$ cat config.mk
export PLATFORM = sky130hd
export DESIGN_NAME = mwn_result_fifo
export DESIGN_NICKNAME = d
export VERILOG_FILES = /design/src/sv/mwn_pkg.sv /design/src/sv/mwn_result_fifo.sv
export SDC_FILE = /design/constraint.sdc
export NUM_CORES = 1
export LEC_CHECK = 0
export ABC_AREA = 1
export BUFFER_PORTS_ARGS = -buffer_cell sky130_fd_sc_hd__buf_4
export CAP_MARGIN = 20
export CORE_ASPECT_RATIO = 0.6
export CORE_MARGIN = 3
export CORE_UTILIZATION = 30
export DETAILED_ROUTE_END_ITERATION = 16
export GPL_TIMING_DRIVEN = 0
export PLACE_DENSITY = 0.44
export SLEW_MARGIN = 40
export SYNTH_ARGS = -nofsm -noshare
export SYNTH_HDL_FRONTEND = slang
export SYNTH_SLANG_ARGS = --single-unit
export TNS_END_PERCENT = 30
$ cat constraint.sdc
create_clock -name aclk -period 6.1 [get_ports aclk]
set_input_delay 0.915 -clock aclk [delete_from_list [all_inputs] [get_ports aclk]]
set_output_delay 0.915 -clock aclk [all_outputs]
set_load 0.005 [all_outputs]
$ cat src/sv/mwn_pkg.sv
// Shared types and constants of the Moore window neighbour engine.
`default_nettype none

package mwn_pkg;

    // configuration port
    localparam int CFG_IDX_W    = 3;
    localparam int CFG_DATA_W   = 48;
    localparam int PLANE_ROWS_W = 16;
    localparam int PLANE_COLS_W = 11;

    localparam logic [CFG_IDX_W-1:0] REG_PLANE_ROWS  = 3'd0;
    localparam logic [CFG_IDX_W-1:0] REG_PLANE_COLS  = 3'd1;
    localparam logic [CFG_IDX_W-1:0] REG_MOORE_MODE  = 3'd2;
    localparam logic [CFG_IDX_W-1:0] REG_WEIGHTS_TOP = 3'd3;
    localparam logic [CFG_IDX_W-1:0] REG_WEIGHTS_MID = 3'd4;
    localparam logic [CFG_IDX_W-1:0] REG_WEIGHTS_BOT = 3'd5;

    // smallest plane edge; smaller settings act as this
    localparam int MIN_DIM = 3;

    // result fields
    localparam int ROW_W     = 16;
    localparam int COL_OUT_W = 10;
    localparam int LIVE_W    = 4;
    localparam int PSUM_W    = 18;
    localparam int WSUM_W    = 27;

    // Q8.8 weights
    localparam int WEIGHT_W  = 16;
    localparam int FRAC_BITS = 8;

    // result queue
    localparam int RES_DEPTH = 8;
    localparam int RES_PTR_W = 3;
    localparam int RES_CNT_W = 4;

    typedef struct packed {
        logic                 valid;
        logic                 emit;
        logic [ROW_W-1:0]     row;
        logic [COL_OUT_W-1:0] col;
    } mwn_tag_t;

    typedef struct packed {
        logic [ROW_W-1:0]     row;
        logic [COL_OUT_W-1:0] col;
        logic [LIVE_W-1:0]    live;
        logic [PSUM_W-1:0]    psum;
        logic [WSUM_W-1:0]    wsum;
    } mwn_result_t;

endpackage

`default_nettype wire

$ cat src/sv/mwn_result_fifo.sv
// Small result queue that parts the compute pipeline from the output channel.
`default_nettype none

module mwn_result_fifo
    import mwn_pkg::*;
(
    input  logic                 aclk,
    input  logic                 aresetn,
    input  logic                 push,
    input  mwn_result_t          push_data,
    input  logic                 pop,
    output logic                 out_valid,
    output mwn_result_t          out_data,
    output logic [RES_CNT_W-1:0] level
);

    mwn_result_t            store [RES_DEPTH];
    logic [RES_PTR_W-1:0]   wr_ptr_reg;
    logic [RES_PTR_W-1:0]   rd_ptr_reg;
    logic [RES_CNT_W-1:0]   count_reg;

    always_ff @(posedge aclk) begin
        if (push) begin
            store[wr_ptr_reg] <= push_data;
        end
    end

    always_ff @(posedge aclk) begin
        if (!aresetn) begin
            wr_ptr_reg <= '0;
            rd_ptr_reg <= '0;
            count_reg  <= '0;
        end else begin
            if (push) begin
                wr_ptr_reg <= wr_ptr_reg + RES_PTR_W'(1);
            end
            if (pop) begin
                rd_ptr_reg <= rd_ptr_reg + RES_PTR_W'(1);
            end
            count_reg <= count_reg + RES_CNT_W'(push) - RES_CNT_W'(pop);
        end
    end

    assign out_valid = (count_reg != '0);
    assign out_data  = store[rd_ptr_reg];
    assign level     = count_reg;

endmodule

`default_nettype wire

==> run_results.csv <==
group,metric,value,unit
route,wirelength,74.3,mm
clock_network,worst_skew_pair.late_latency,630,ps
route,drt.antenna.violating_nets,0,
die,area_enclosed_by_the_die_boundary,92400,um2
critical_path,setup_crit_end_kind,"output pin",
sta,grt_setup_unrepaired,"no",
synthesis,synth-compound-area-share,0.169,%
synthesis,synth-seq-cells,613,
sta,period_share,58.4,%
sta,finClkSkew,12.5,ps
clock_network,postCtsSetupBuffers,0,
synthesis,synth_warnings,0,
synthesis,synth_top_area_cell,"sky130_fd_sc_hd__edfxtp_1",
die,fp.dieH,237,um
route,routed_wire_length_per_instance,17.9,um
synthesis,yosysTopAreaCellShare,67.7,%
sta,finalSetupViolations,0,
layout,largest_register_ffs,600,
synthesis,post_synth_and_or_nand_nor_area_fraction,19.9,%
critical_path,cp_data_arrival_time,2650,ps
synthesis,synthTopCellsByArea,"sky130_fd_sc_hd__edfxtp_1 68%, sky130_fd_sc_hd__nand2_1 14%, sky130_fd_sc_hd__inv_1 8.7%, sky130_fd_sc_hd__nand3_1 5.7%, sky130_fd_sc_hd__buf_2 1.8%",
synthesis,yosysSeqAreaShare,68.7,%
critical_path,critical_path.n_buffers_inverters,5,
synthesis,yosys.cell_types.count,18,
critical_path,timing.rr.start,"wr_ptr_reg[0]",
critical_path,cp_top_family,"buffers and inverters",
placed_design,place.detailed.instances,4030,
synthesis,mapped_area,26600,um2
power,p_leak,14.8,nW
route,via_per_inst,4.28,
clock_network,cts_made_buffers,61,
power,totalPowerFinal,9.86,mW
clock_network,clock_sink_count,613,
synthesis,share_of_cell_area_taken_by_muxes_after_synthesis,0,%
layout,synthToLayoutAreaGrowth,22.1,%
global_route,grt_util_all_layers,15.9,%
clock_network,ctsRootBufferMaster,"sky130_fd_sc_hd__clkbuf_16",
layout,finalInstanceArea,32500,um2
sta,max_freq,281,MHz
critical_path,critical_path_class,"flip-flop to output pin",
critical_path,critPathSlowestCell,"sky130_fd_sc_hd__buf_2",
layout,final_layout_size_suffix_gt1_share,13.5,%
global_route,grt_antenna_before_repair,6,
sta,tightestPinTransition,819,ps
clock_network,cts_hold_repair.buffers,0,
min_path,timing.hold.worst.start,"push_data[67]",
route,route.vias.total,17800,
sta,report.final.slew_viol_count,0,
die,ioPinCount,159,
synthesis,synth_fa_ha_area_share,0.404,%
critical_path,critical_path.startpoint_type,"flip-flop",
placed_design,number_of_i_o_port_buffers,158,
sta,min_period,3560,ps
layout,top_register,"store",
route,detailedRoute.firstPassIterationCount,5,
critical_path,critical_path.most_common_cell,"sky130_fd_sc_hd__nand2_1",
sta,finalHoldViolations,0,
power,power_per_cell_area,304,nW/um2
synthesis,postSynthAreaPerCell,9.96,um2
clock_network,cts_resized,0,
route,drt_drc_violations_left,0,
placed_design,place.detailed.hpwl,50.5,mm
layout,finish.net_count,3033,
min_path,hold_path.class,"primary input to flip-flop",
layout,postLayoutCoreUtil,37.5,%
die,starting_density,30.7,%
power,max-vdd-ir-drop,0.000237,V
placed_design,placed_area,30400,um2
sta,finalSetupTns,0,ps
synthesis,synth_nets,2758,
clock_network,tritoncts,"built",
die,core,86700,um2
critical_path,chain_of_cells_forming_the_critical_path,"buf_2, inv_2, buf_4, buf_2, nand3_1, nand2_1, nand2_1, nand2_1, buf_4",
critical_path,worstPathRequired,5180,ps
die,die_width,390,um
run_status,run_status,"completed",
clock_network,clkSlewWorstSetupHoldPaths,60,ps
run,cap_violations,0,
synthesis,synthXorXnorAreaFrac,0.0658,%
global_route,first_global_vias,17300,
synthesis,dominant_combinational_cell_family_by_area_after_synthesis,"simple AND/OR/NAND/NOR gates",
synthesis,postSynthCellCount,2671,
critical_path,worst-path-max-fanout,10,
sta,max-slew-margin-rel,45.4,%
clock_network,cts.htree.levels,2,
die,row_count,83,
placed_design,globalplace.congestion,0.764,
critical_path,slowest_delay,340,ps
layout,instances_no_fill,4147,
route,drt-initial-drc-count,1205,
global_route,pin_count_of_the_biggest_net_entering_global_routing,16,
clock_network,clock_tree.buffer_depth,3,
global_route,global_route.overflow_total,0,
global_route,global_route_wire_length_before_repair,110,mm
where the power goes:
group	leakage (nW)	internal, mW	total (mW)	switching (mW)
logic	8.21	0.436	1.21	0.773
clock network	0.984	2.26	3.90	1.63
registers	5.56	4.73	4.76	0.0268
cell type report:
class                           instances  area [um2]
Timing Repair Buffer                  212        2330
Tap cell                             1147        1440
Buffer                                115         557
Multi-Input combinational cell       1326        5520
Clock inverter                         38         413
Antenna cell                            2        5.00
Inverter                              617        2320
Clock buffer                           77        1630
Fill cell                            8471       54200
Sequential cell                       613       18300
kinds of logic (layout without fill, tap and decap cells):
group / count (synthesis) / count (layout)
and+or+nand+nor: 1307 / 1307
buffers and inverters: 732 / 1059
AOI/OAI and AO/OA: 9 / 9
DFF: 613 / 613
other: 0 / 2
xor gates and xnor gates: 2 / 2
adders and majority gates: 8 / 8
synthesized netlist by cell type (all sizes together):
cell and number:
nand2 987, inv 617, edfxtp 600, nand3 303, buf 101, nor2 15
clkbuf 14, dfxtp 13, ha 7, a21oi 6, o21ai 3, or2 2
fa 1, xnor2 1, xor2 1
metal layers:
metal / GRT usage (%) / vias to the layer above / routed length [um]
met5: 0 / - / 42
met4: 3.60 / 8 / 1320
met3: 2.78 / 96 / 3970
met2: 24.4 / 368 / 32500
met1: 23.3 / 8442 / 36500
li1: - / 8855 / -
cell usage in the layout, fill, tap and decap left out, drive strengths merged:
master / instances
buf: 313
clkinv: 24
a21oi: 6
clkbuf: 91
ha: 7
nand2: 987
xor2: 1
bufinv: 9
edfxtp: 600
nand3: 303
diode: 2
o21ai: 3
dfxtp: 13
nor2: 15
xnor2: 1
clkinvlp: 3
inv: 619
or2: 2
fa: 1
path summary, 6_finish.rpt:
| path | to | slack, ps | depth (start not counted) |
|---|---|---|---|
| setup reg to reg | store[1][43] | 3880 | 6 |
| hold / removal | store[2][67] | 510 | 1 |
| hold reg to reg | rd_ptr_reg[2] | 530 | 2 |
| setup / recovery | out_data[69] | 2540 | 9 |
through the flow:
step	hold slack [ps]	setup slack (ps)
finish	514	2540
global route	474	2400
CTS	455	2480
detailed placement	516	3180
global placement	481	-3040
floorplan	469	1180
Power figures use the tool's default switching activity.
